<file path="src/design/nrbh_pkg.sv">
package nrbh_pkg;

    // Q16.8 fixed point
    localparam int FRAC = 8;
    localparam int RW = 24;            // register and result width
    localparam int CW = 25;            // rectangle corner width after scaling
    localparam int DW = 27;            // coordinate difference / multiplier operand
    localparam int PW = 2 * DW;        // product width
    localparam int AW = PW + 2;        // cross-product accumulator width
    localparam int SQ_W = 50;          // sum of squares width
    localparam int SQRT_STEPS = SQ_W / 2;
    localparam int CNT_W = 6;

    localparam int IN_TDATA_W = 56;
    localparam int OUT_TDATA_W = 72;
    localparam int CFG_IDX_W = 3;

    localparam logic [CFG_IDX_W-1:0] CFG_RAY_START_X  = 3'd0;
    localparam logic [CFG_IDX_W-1:0] CFG_RAY_START_Y  = 3'd1;
    localparam logic [CFG_IDX_W-1:0] CFG_RAY_END_X    = 3'd2;
    localparam logic [CFG_IDX_W-1:0] CFG_RAY_END_Y    = 3'd3;
    localparam logic [CFG_IDX_W-1:0] CFG_MAX_DISTANCE = 3'd4;

    localparam logic [RW-1:0] MAX_DISTANCE_RESET = 24'd2560000;

    localparam logic [1:0] KIND_WALL   = 2'd1;
    localparam logic [1:0] KIND_TARGET = 2'd2;

    localparam logic [1:0] EDGE_TOP    = 2'd0;
    localparam logic [1:0] EDGE_LEFT   = 2'd1;
    localparam logic [1:0] EDGE_RIGHT  = 2'd2;
    localparam logic [1:0] EDGE_BOTTOM = 2'd3;

    typedef struct packed {
        logic signed [CW-1:0] l;
        logic signed [CW-1:0] t;
        logic signed [CW-1:0] r;
        logic signed [CW-1:0] b;
        logic                 active;
        logic                 target;
        logic                 last;
    } rect_item_t;

    typedef struct packed {
        logic signed [RW-1:0] start_x;
        logic signed [RW-1:0] start_y;
        logic signed [RW-1:0] end_x;
        logic signed [RW-1:0] end_y;
        logic [RW-1:0]        max_distance;
    } ray_cfg_t;

    typedef enum logic [3:0] {
        ST_IDLE,
        ST_MUL,
        ST_ACC,
        ST_CHECK,
        ST_DIV,
        ST_FIX,
        ST_SQX,
        ST_SQY,
        ST_SQSUM,
        ST_SQRT,
        ST_UPD,
        ST_NEXT,
        ST_DONE,
        ST_EMIT
    } back_state_t;

endpackage

</file>
<file path="src/design/nrbh_front.sv">
module nrbh_front (
    input  logic                               s_tvalid,
    output logic                               s_tready,
    input  logic [nrbh_pkg::IN_TDATA_W-1:0]    s_tdata,
    input  logic [1:0]                         s_tuser,
    input  logic                               s_tlast,
    output logic                               q_valid,
    input  logic                               q_ready,
    output nrbh_pkg::rect_item_t               q_item
);
    import nrbh_pkg::*;

    logic signed [15:0]   rect_left;
    logic signed [15:0]   rect_top;
    logic [11:0]          rect_width;
    logic [11:0]          rect_height;
    logic signed [CW-1:0] l_fx;
    logic signed [CW-1:0] t_fx;
    logic                 active;
    logic                 target;

    assign rect_left   = s_tdata[15:0];
    assign rect_top    = s_tdata[31:16];
    assign rect_width  = s_tdata[43:32];
    assign rect_height = s_tdata[55:44];

    assign l_fx = CW'(rect_left) <<< FRAC;
    assign t_fx = CW'(rect_top) <<< FRAC;

    always_comb
    begin
        unique case (s_tuser)
            KIND_WALL:
            begin
                active = 1'b1;
                target = 1'b0;
            end
            KIND_TARGET:
            begin
                active = 1'b1;
                target = 1'b1;
            end
            default:
            begin
                active = 1'b0;
                target = 1'b0;
            end
        endcase
    end

    always_comb
    begin
        q_item.l      = l_fx;
        q_item.t      = t_fx;
        q_item.r      = l_fx + signed'(CW'(rect_width) << FRAC);
        q_item.b      = t_fx + signed'(CW'(rect_height) << FRAC);
        q_item.active = active;
        q_item.target = target;
        q_item.last   = s_tlast;
    end

    assign q_valid  = s_tvalid;
    assign s_tready = q_ready;

endmodule

</file>
<file path="config.mk">
export PLATFORM = sky130hd
export DESIGN_NAME = nrbh_front
export DESIGN_NICKNAME = d
export VERILOG_FILES = /design/src/design/nrbh_pkg.sv /design/src/design/nrbh_front.sv
export SDC_FILE = /design/constraint.sdc
export NUM_CORES = 1
export LEC_CHECK = 0
export BUFFER_PORTS_ARGS = -buffer_cell sky130_fd_sc_hd__buf_2
export CAP_MARGIN = 20
export CORE_MARGIN = 1.5
export CORE_UTILIZATION = 36
export DETAILED_ROUTE_END_ITERATION = 10
export PLACE_DENSITY = 0.79
export REMOVE_ABC_BUFFERS = 1
export SYNTH_ARGS = -nofsm -noshare
export SYNTH_HDL_FRONTEND = slang
export SYNTH_SLANG_ARGS = --single-unit
</file>
<file path="constraint.sdc">
create_clock -name vclk -period 4.18
set_input_delay 1.254 -clock vclk [all_inputs]
set_output_delay 1.254 -clock vclk [all_outputs]
set_load 0.02 [all_outputs]
</file>
Word level (Yosys, flattened, before mapping)
Cells that the tools add are included.
{"block": "op_classes", "n_addsub": 2, "n_eq_ne": 2, "muxes": 2, "n_reduce_logical": 1}
{"cell": "$add 24x21->25", "count": 2}
{"cell": "$eq 2x1->1 const B", "count": 1}
{"cell": "$eq 2x2->1 const B", "count": 1}
{"cell": "$mux 1", "count": 2}
{"cell": "$reduce_or 2->1", "count": 1}
{"block": "totals", "register_bits": 0, "inputBits": 61, "out_inout_bits": 105, "elab_cells": 7}

Depth between registers and ports, before layout
{"block": "logic_depth", "word_depth": 3, "ltp_mapped": 8, "depth_no_buf": 8}

Worst setup path before layout
OpenSTA, ideal clock, no wires.
{"block": "synth_timing", "path_kind": "input to output", "startpoint": "in s_tdata[16] in the netlist's numbering", "endpoint": "out q_item[25] in the netlist's numbering", "arrival_ns": 3.107, "required_ns": 2.926, "path_slack_ns": -0.181, "stages": 8, "n_path_buf": 0, "cell_sequence": "ha_1 fa_1 a21o_1 a21oi_1 o211a_2 o21ai_1 o31ai_2 o22a_1"}
{"item": "from (decl)", "line": "nrbh_front.sv:4", "source": "input logic [nrbh_pkg::IN_TDATA_W-1:0] s_tdata,"}
{"item": "to (decl)", "line": "nrbh_front.sv:9", "source": "output nrbh_pkg::rect_item_t q_item"}

==> run metrics <==
largest net degree at the start of global routing=10; nets=470; total die area=5572 µm²; Die H=approximately 75 µm; slowest library cell on the worst path=or4b_4; Detail Route Antenna Nets=0; GRT Residual Overflow=0; initial core utilization=0.3812; XOR/XNOR share of the synthesized area=0.1137; WL/cell=13.11 µm; area leader, netlist=buf_4; hpwl dp=between 4000 and 5000 µm; status=finished, violations left; row cnt=25; Mapped Cells=roughly 250; GP Congestion=0.8048; Synth Cell Area=approximately 1800 µm²; DRT iter0 DRCs=60; first-pass GRT wire length=7769 µm; num sequential=0; Critical Path RT=approximately 2.9 ns; RSZ-0062 raised after global routing=yes; Die Width=74.65 µm; CP Data Arrival Time=about 3.2 ns; cell with the most instances after synthesis=buf_4; Worst path max stage delay=between 0.5 and 0.6 ns; num ports=about 170; critical path peak fanout=3; register area share after synthesis=0; Synth top cells by count=buf_4 (71), ha_1 (25), a21oi_1 (21), xnor2_1 (15); top cells by area, synth=buf_4 (29%), ha_1 (17%), xnor2_1 (7.1%); CP cell instances=buf_8 -> ha_4 -> a21oi_4 -> and4b_1 -> or4b_4 -> nand2_4 -> nor2_2 -> or3_1 -> buf_6; ant diodes=0; I/O Buffers=between 100 and 150; first drt pass iteration count=4; area of the core=about 4800 µm²; failing checks=setup timing; P per Cell Area=approximately 200 nW/µm²; final hold viol count=0; Area Growth Syn to Fin=56.20%; Final Power=between 0.5 and 0.6 mW; critical path class=in2out; maximum VDD drop=about 0.00010 V; post-synthesis simple-gate area fraction=0.1733; Leak=about 1.5 nW; Compound-Gate Fraction of Synth Area=0.2011; Vias=2174; Syn Area/Cell=between 7 and 8 µm²; all-layer global routing usage=0.1704; CP Capture Type=primary output; Routed WL=between 5000 and 6000 µm; setup ws final=-0.2406 ns; Final Non-Filler Cells=roughly 450; CTS Hold Bufs=0; max frequency=between 200 and 250 MHz; adder-cell area share of the yosys netlist=0.1909; Hold WC Path Type=in2out; Tmin final=about 4.4 ns; Setup crit start kind=primary input; Placed Cells=~430; vias in the first global route=1950; final setup vio count=13; Seq. cell area=0 µm²; mux contribution to synthesized area=0; period utilization=1.058; # Max-Cap Violations=0; share of cells above drive strength 1=0.5658; largest family of logic cells by synthesized area=buffers and inverters; DRC violations left=0; initial antenna violation count=0; Synth top area share=0.2884; Slew Viols, Final=0; Avg Vias per Cell=around 4.9; Yosys Warn Count=0; unique cell type count in the Yosys netlist=45; # clk buffers=0
layer usage:
metal / part of all wire / track usage
met1: 0.37 / 0.1703
met2: 0.54 / 0.3720
met3: 0.058 / 0.01205
met4: 0.033 / 0.03636
met5: 0 / 0
path summary, 6_finish.rpt:
| check | start | slack [ns] | depth (start not counted) | end |
|---|---|---|---|---|
| setup / recovery | s_tdata[45] | -0.24 | 9 | q_item[24] |
| hold / removal | q_ready | 2.51 | 0 | s_tready |
placed cells by master (no fill, tap or decap), drive strengths merged, types with 6 or more instances in the layout:
cell type / synthesis / routed
buf: 72 / 172
nand3: 12 / 12
ha: 25 / 25
xnor2: 15 / 15
nor2: 7 / 7
conb: 1 / 32
a21oi: 23 / 23
nand2: 13 / 13
a21o: 6 / 6
o21ai: 8 / 8
xor2: 9 / 9
inv: 12 / 12
logic make-up after synthesis:
kind of cell,after synthesis
adders and majority gates,27
and+or+nand+nor,56
xor gates and xnor gates,24
buffers and inverters,86
AOI/OAI and AO/OA,57
other,1
worst max-delay path, delay by kind of cell:
family | cells | cell delay, ns
AND/OR/NAND/NOR | 5 | 1.28
AO/OA/AOI/OAI | 1 | 0.15
buffers and inverters | 2 | 0.24
adder cells (fa/ha/maj) | 1 | 0.24
power breakdown:
group	internal (mW)	switching, mW	leakage (nW)
Sequential	0	0	0
Combinational	0.254	0.320	1.51
Clock	0	0	0
Total	0.254	0.320	1.51
area by class of cell:
type	count	area, µm²
well taps	67	83.83
multi-input cells	196	1644
fillers	414	1962
inverters	12	45.04
repair buffers	172	1114
metrics by stage:
step / util / instance area, µm² / hold slack, ns / setup TNS, ns / setup slack [ns]
2_1_floorplan: - / 1420 / 2.508 / -0.6414 / -0.1815
3_3_place_gp: 0.4857 / 2355 / 2.508 / -3.341 / -0.3545
3_5_place_dp: 0.4857 / 2355 / 2.508 / -4.063 / -0.4101
4_1_cts: 0.5471 / 2653 / 2.508 / -1.642 / -0.2359
5_1_grt: 0.5954 / 2887 / 2.508 / -2.533 / -0.3015
6_report: 0.5954 / 2887 / 2.508 / -1.518 / -0.2406
timing repair:
item,CTS,global route
endpoints found under the setup margin,18,20
gates cloned,0,0
resized for setup,45,42
buffers inserted,11,5
pin swaps,26,32
(Power assumes the default switching activity.)
