===== src/design/nrbh_pkg.sv =====
package nrbh_pkg;

    // Q16.8 fixed point
    localparam int FRAC = 8;
    localparam int RW = 24;            // register and result width
    localparam int CW = 25;            // rectangle corner width after scaling
    localparam int DW = 27;            // coordinate difference / multiplier operand
    localparam int PW = 2 * DW;        // product width
    localparam int AW = PW + 2;        // cross-product accumulator width
    localparam int SQ_W = 50;          // sum of squares width
    localparam int SQRT_STEPS = SQ_W / 2;
    localparam int CNT_W = 6;

    localparam int IN_TDATA_W = 56;
    localparam int OUT_TDATA_W = 72;
    localparam int CFG_IDX_W = 3;

    localparam logic [CFG_IDX_W-1:0] CFG_RAY_START_X  = 3'd0;
    localparam logic [CFG_IDX_W-1:0] CFG_RAY_START_Y  = 3'd1;
    localparam logic [CFG_IDX_W-1:0] CFG_RAY_END_X    = 3'd2;
    localparam logic [CFG_IDX_W-1:0] CFG_RAY_END_Y    = 3'd3;
    localparam logic [CFG_IDX_W-1:0] CFG_MAX_DISTANCE = 3'd4;

    localparam logic [RW-1:0] MAX_DISTANCE_RESET = 24'd2560000;

    localparam logic [1:0] KIND_WALL   = 2'd1;
    localparam logic [1:0] KIND_TARGET = 2'd2;

    localparam logic [1:0] EDGE_TOP    = 2'd0;
    localparam logic [1:0] EDGE_LEFT   = 2'd1;
    localparam logic [1:0] EDGE_RIGHT  = 2'd2;
    localparam logic [1:0] EDGE_BOTTOM = 2'd3;

    typedef struct packed {
        logic signed [CW-1:0] l;
        logic signed [CW-1:0] t;
        logic signed [CW-1:0] r;
        logic signed [CW-1:0] b;
        logic                 active;
        logic                 target;
        logic                 last;
    } rect_item_t;

    typedef struct packed {
        logic signed [RW-1:0] start_x;
        logic signed [RW-1:0] start_y;
        logic signed [RW-1:0] end_x;
        logic signed [RW-1:0] end_y;
        logic [RW-1:0]        max_distance;
    } ray_cfg_t;

    typedef enum logic [3:0] {
        ST_IDLE,
        ST_MUL,
        ST_ACC,
        ST_CHECK,
        ST_DIV,
        ST_FIX,
        ST_SQX,
        ST_SQY,
        ST_SQSUM,
        ST_SQRT,
        ST_UPD,
        ST_NEXT,
        ST_DONE,
        ST_EMIT
    } back_state_t;

endpackage


===== src/design/nrbh_queue.sv =====
module nrbh_queue #(
    parameter int DEPTH = 2
) (
    input  logic                 clk,
    input  logic                 rst_n,
    input  logic                 in_valid,
    output logic                 in_ready,
    input  nrbh_pkg::rect_item_t in_item,
    output logic                 out_valid,
    input  logic                 out_ready,
    output nrbh_pkg::rect_item_t out_item
);
    import nrbh_pkg::*;

    localparam int PTR_W = (DEPTH > 1) ? $clog2(DEPTH) : 1;

    rect_item_t       mem_reg [DEPTH];
    logic [PTR_W-1:0] wr_ptr_reg;
    logic [PTR_W-1:0] rd_ptr_reg;
    logic [PTR_W:0]   count_reg;
    logic             push;
    logic             pop;

    assign in_ready  = count_reg != (PTR_W + 1)'(DEPTH);
    assign out_valid = count_reg != '0;
    assign out_item  = mem_reg[rd_ptr_reg];
    assign push      = in_valid && in_ready;
    assign pop       = out_valid && out_ready;

    always_ff @(posedge clk or negedge rst_n)
    begin
        if (!rst_n)
        begin
            wr_ptr_reg <= '0;
            rd_ptr_reg <= '0;
            count_reg  <= '0;
        end
        else
        begin
            if (push)
                wr_ptr_reg <= (wr_ptr_reg == PTR_W'(DEPTH - 1)) ? '0 : wr_ptr_reg + 1'b1;
            if (pop)
                rd_ptr_reg <= (rd_ptr_reg == PTR_W'(DEPTH - 1)) ? '0 : rd_ptr_reg + 1'b1;
            if (push && !pop)
                count_reg <= count_reg + 1'b1;
            else if (pop && !push)
                count_reg <= count_reg - 1'b1;
        end
    end

    always_ff @(posedge clk)
    begin
        if (push)
            mem_reg[wr_ptr_reg] <= in_item;
    end

endmodule


===== config.mk =====
export PLATFORM = sky130hd
export DESIGN_NAME = nrbh_queue
export DESIGN_NICKNAME = d
export VERILOG_FILES = /design/src/design/nrbh_pkg.sv /design/src/design/nrbh_queue.sv
export SDC_FILE = /design/constraint.sdc
export NUM_CORES = 1
export LEC_CHECK = 0
export BUFFER_PORTS_ARGS = -buffer_cell sky130_fd_sc_hd__buf_4
export CAP_MARGIN = 20
export CORE_MARGIN = 5
export CORE_UTILIZATION = 30
export DETAILED_ROUTE_END_ITERATION = 7
export PLACE_DENSITY = 0.51
export SYNTH_ARGS = -nofsm -noshare
export SYNTH_HDL_FRONTEND = slang
export SYNTH_SLANG_ARGS = --single-unit
export TNS_END_PERCENT = 1

===== constraint.sdc =====
create_clock -name clk -period 6.8 [get_ports clk]
set_input_delay 1.02 -clock clk [delete_from_list [all_inputs] [get_ports clk]]
set_output_delay 1.02 -clock clk [all_outputs]
set_load 0.03 [all_outputs]

# [After elaboration in Yosys (flattened, before gate mapping)]
# Memories as Yosys holds them, arrays and structs flattened.
# Cells that the tools add are included.
[classes] add_sub_neg=4 n_eq_ne=1 mux=6 n_reduce_logical=8
[op_table] op="logical AND 1 bit" n=4
[op_table] op="2-to-1 mux 1 bit" n=4
[op_table] op="2-to-1 mux 2 bit" n=2
[op_table] op="nonzero test 2 bit" n=2
[op_table] op="adder 1 bit, second input constant" n=2
[op_table] op="adder 2 x 1 -> 2 bit, second input constant" n=1
[op_table] op="zero test 1 bit" n=2
[op_table] op="inequality test 2 bit, second input constant" n=1
[op_table] op="subtractor 2 x 1 -> 2 bit, second input constant" n=1
[word_totals] ff_bits=4 ram_bits=206 inputBits=107 out_inout_bits=105 elab_cells=23 memories=1
[mem_list] memory="mem_reg" words=2 width=103 read_ports=1 rd_ports_with_merged_regs=0 write_ports=1 line_no="nrbh_queue.sv:17" rtl="rect_item_t mem_reg [DEPTH];"

# [Depth between registers and ports, before layout]
[depth] ltp_word=6 ltp_mapped=7 depth_no_buf=7

# [Least setup slack after synthesis]
# OpenSTA, ideal clock, no wires.
[synth_path] path_type="input to register" start="input in_valid" end="memory mem_reg[0][0] (netlist name), enable pin" setup_time_ps=566 arrival_time_ps=5408 t_required_ps=6234 setup_slack_ps=826 path_stages=2 n_path_buf=0 cell_sequence="nand2_1 > nor2_1"
[synth_via] elab_chain_cells=3
[synth_rtl] item="start: declaration" line_no="nrbh_queue.sv:6" rtl="input logic in_valid,"
[synth_rtl] item="logical AND 1 bit" line_no="nrbh_queue.sv:27" rtl="assign push = in_valid && in_ready;"
[synth_rtl] item="2-to-1 mux 1 bit" line_no="nrbh_queue.sv:53" rtl="if (push)"
[synth_rtl] item="2-to-1 mux 1 bit (implied by the code)" line_no="nrbh_queue.sv:54" rtl="mem_reg[wr_ptr_reg] <= in_item;"
[synth_rtl] item="end: declaration" line_no="nrbh_queue.sv:17"
# Every way passes these cells.

==> impl_metrics.ini <==
[finish]
final_area_um2 = 10570
synthToLayoutAreaGrowth_pct = 34.18
largest_reg_flops = 206
antenna_cells = 0
finalNetCount = 677
drive_above_1_share = 0.6058

[setup_path]
startpoint = rd_ptr_reg$_DFFE_PN0P_
r2r_start = count_reg[0]$_DFFE_PN0P_
crit_slowest_cell = dfrtp_4
critical_path.cell_chain = buf_4 -> mux2_2 -> buf_4
cp.required_ns = 5.78
start_kind = flip-flop
worstPathMaxFanout = 39
critPathArrivalTime_ns = 2.52
critPathCaptureType = output pin
setup.worst_path.class = flip-flop to output pin
cpPeakStageDelay_ns = 0.73
cp_num_buf_inv = 2
cp_common_cell = buf_4
critPathTopFamily = buffers and inverters

[timing]
finalSetupTns_ns = 0
finalSetupViolCount = 0
final_max_slew_viol_count = 0
final_hold_viol_count = 0
post-route-period-util = 0.5200
timing.final.crit_period_ns = 3.536
clock-skew-final_ns = 0.007787
max_clock_freq_mhz = 282.8
rsz0062_at_grt = false
max_slew.worst_pin.slew_ns = 0.7762
slew_headroom = 0.4825

[floorplanning]
num_rows = 59
fp.dieH_um = 172.1
core_area_um2 = 25980
die_w_um = 172.1
pin_count = 212
die_area_um2 = 29600
initial_core_util = 0.3032

[cts]
clkSlewWorstSetupHoldPaths_ns = 0.06
cts_resized = 0
clkLatencyLatePin_ns = 0.50
cts_tree = built
cts-buffers-inserted = 24
clockRootBuffer = clkbuf_16
clk_path_buf_depth = 3
ctsHoldBuffers = 0
cts_max_level = 1
clkSinkCount = 210
post_cts_buffers = 0

[power_and_ir_drop]
p_total_mw = 4.975
vdd_drop_max_mv = 0.4430
leakage_nw = 4.074
powerDensity_nw_per_um2 = 470.6

[flow_run]
drv_cap = 0

[outcome]
status = completed

[global_routing]
grt_antenna_before_repair = 0
grt_usage = 0.1016
grt-ovfl-total = 0
grt_start_max_net_pins = 67
grt_pass1_vias = 4210
grt_pass1_wl_mm = 23.29

[placed_design]
place_area_um2 = 9814
gp_congestion = 0.7317
hpwlAfterDp_mm = 10.73
io_buffers = 211

[synthesis]
yosys.cell_types.count = 16
synthesis.nets = 447
synth_area_um2 = 7879
avgSynthCellArea_um2 = 23.24
yosysSeqAreaShare = 0.7978
yosysTopAreaCell = edfxtp_1
yosysWarnings = 0
yosysTopAreaCellShare = 0.7851
synth_area_leaders = edfxtp_1, mux2_4, mux2_2, dfrtp_1, buf_6
syn_inst = 339
synth-seq-cells = 210

[routing]
wl_per_cell_um = 17.24
wl_mm = 15.88
drtIter0Drc = 232
drt_first_pass_iters = 4
final_antenna_net_count = 0
drc = 0
vias = 3914
via_per_inst = 4.250

[worst_hold_path]
hold_path_class = input pin to asynchronous set/reset pin
layout make-up:
type	instances	area, um^2
fill	2343	15410
sequential	210	6290
timing repair buffer	216	1642
multi-input combinational	116	1488
clock buffer	29	640.6
tap	335	419.2
clock inverter	14	88.84
inverter	1	3.754
cell families (layout without fill, tap and decap cells):
family | after synthesis | count (layout) | share of synthesized area
muxes | 103 | 103 | 0.1758
and+or+nand+nor | 7 | 7 | 0.004290
adders and majority gates | 1 | 1 | 0.001588
buffers and inverters | 13 | 260 | 0.01493
xor gates and xnor gates | 5 | 5 | 0.005559
DFF | 210 | 210 | 0.7978
synthesized netlist by cell type:
cell type and n:
xor2_1 2, buf_6 7, nor2_1 2, mux2_2 43, buf_8 1, xnor2_1 3, inv_1 1, or2_2 1
nand2b_1 1, nand2_1 2, edfxtp_1 206, mux2_4 60, ha_1 1, and3_1 1, buf_2 4, dfrtp_1 4
power breakdown:
group | internal (mW) | switching [mW] | total, mW
clock | 0.703 | 0.470 | 1.17
sequential | 1.78 | 0.108 | 1.88
combinational | 0.817 | 1.10 | 1.92
stage by stage:
step	setup WS [ns]	util	cells	hold slack, ns
detailed placement	3.262	0.3777	877	0.4921
global placement	3.295	0.3777	877	0.4760
finish	3.264	0.4068	921	0.3073
global route	3.138	0.4068	921	0.2794
floorplan	0.8263	-	339	0.4559
CTS	2.695	0.4058	920	0.2720
layer usage:
| metal | track usage | routed length, um | vias to the layer above |
|---|---|---|---|
| li1 | - | - | 1810 |
| met5 | 0 | 0 | - |
| met4 | 0.02905 | 308 | 0 |
| met2 | 0.1677 | 7422 | 153 |
| met3 | 0.03589 | 1428 | 23 |
| met1 | 0.1270 | 6722 | 1928 |
cell usage in the layout, fill, tap and decap left out:
| master | instances |
|---|---|
| bufinv_16 | 1 |
| clkinv_1 | 7 |
| clkbuf_1 | 4 |
| and3_4 | 1 |
| buf_4 | 215 |
| mux2_2 | 43 |
| clkinvlp_4 | 1 |
| inv_1 | 1 |
| dfrtp_1 | 3 |
| nor2_1 | 1 |
| nand2b_1 | 1 |
| buf_16 | 1 |
| or2_2 | 1 |
| dfrtp_4 | 1 |
| xnor2_1 | 3 |
| clkinv_2 | 5 |
| nand2_1 | 2 |
| ha_1 | 1 |
| nor2_4 | 1 |
| xor2_1 | 2 |
| edfxtp_1 | 206 |
| clkbuf_16 | 25 |
| mux2_4 | 60 |
worst paths after layout:
kind,end,slack [ns],depth (start not counted)
min reg2reg,count_reg[1]$_DFFE_PN0P_,0.50,1
min,count_reg[0]$_DFFE_PN0P_,0.31,1
max in group asynchronous,rd_ptr_reg$_DFFE_PN0P_,6.38,1
max,out_item[100],3.26,3
max reg2reg,mem_reg[1][74]$_DFFE_PP_,4.39,3
min in group clk,count_reg[1]$_DFFE_PN0P_,0.50,1
No activity file was read; power rests on OpenSTA's default activity.
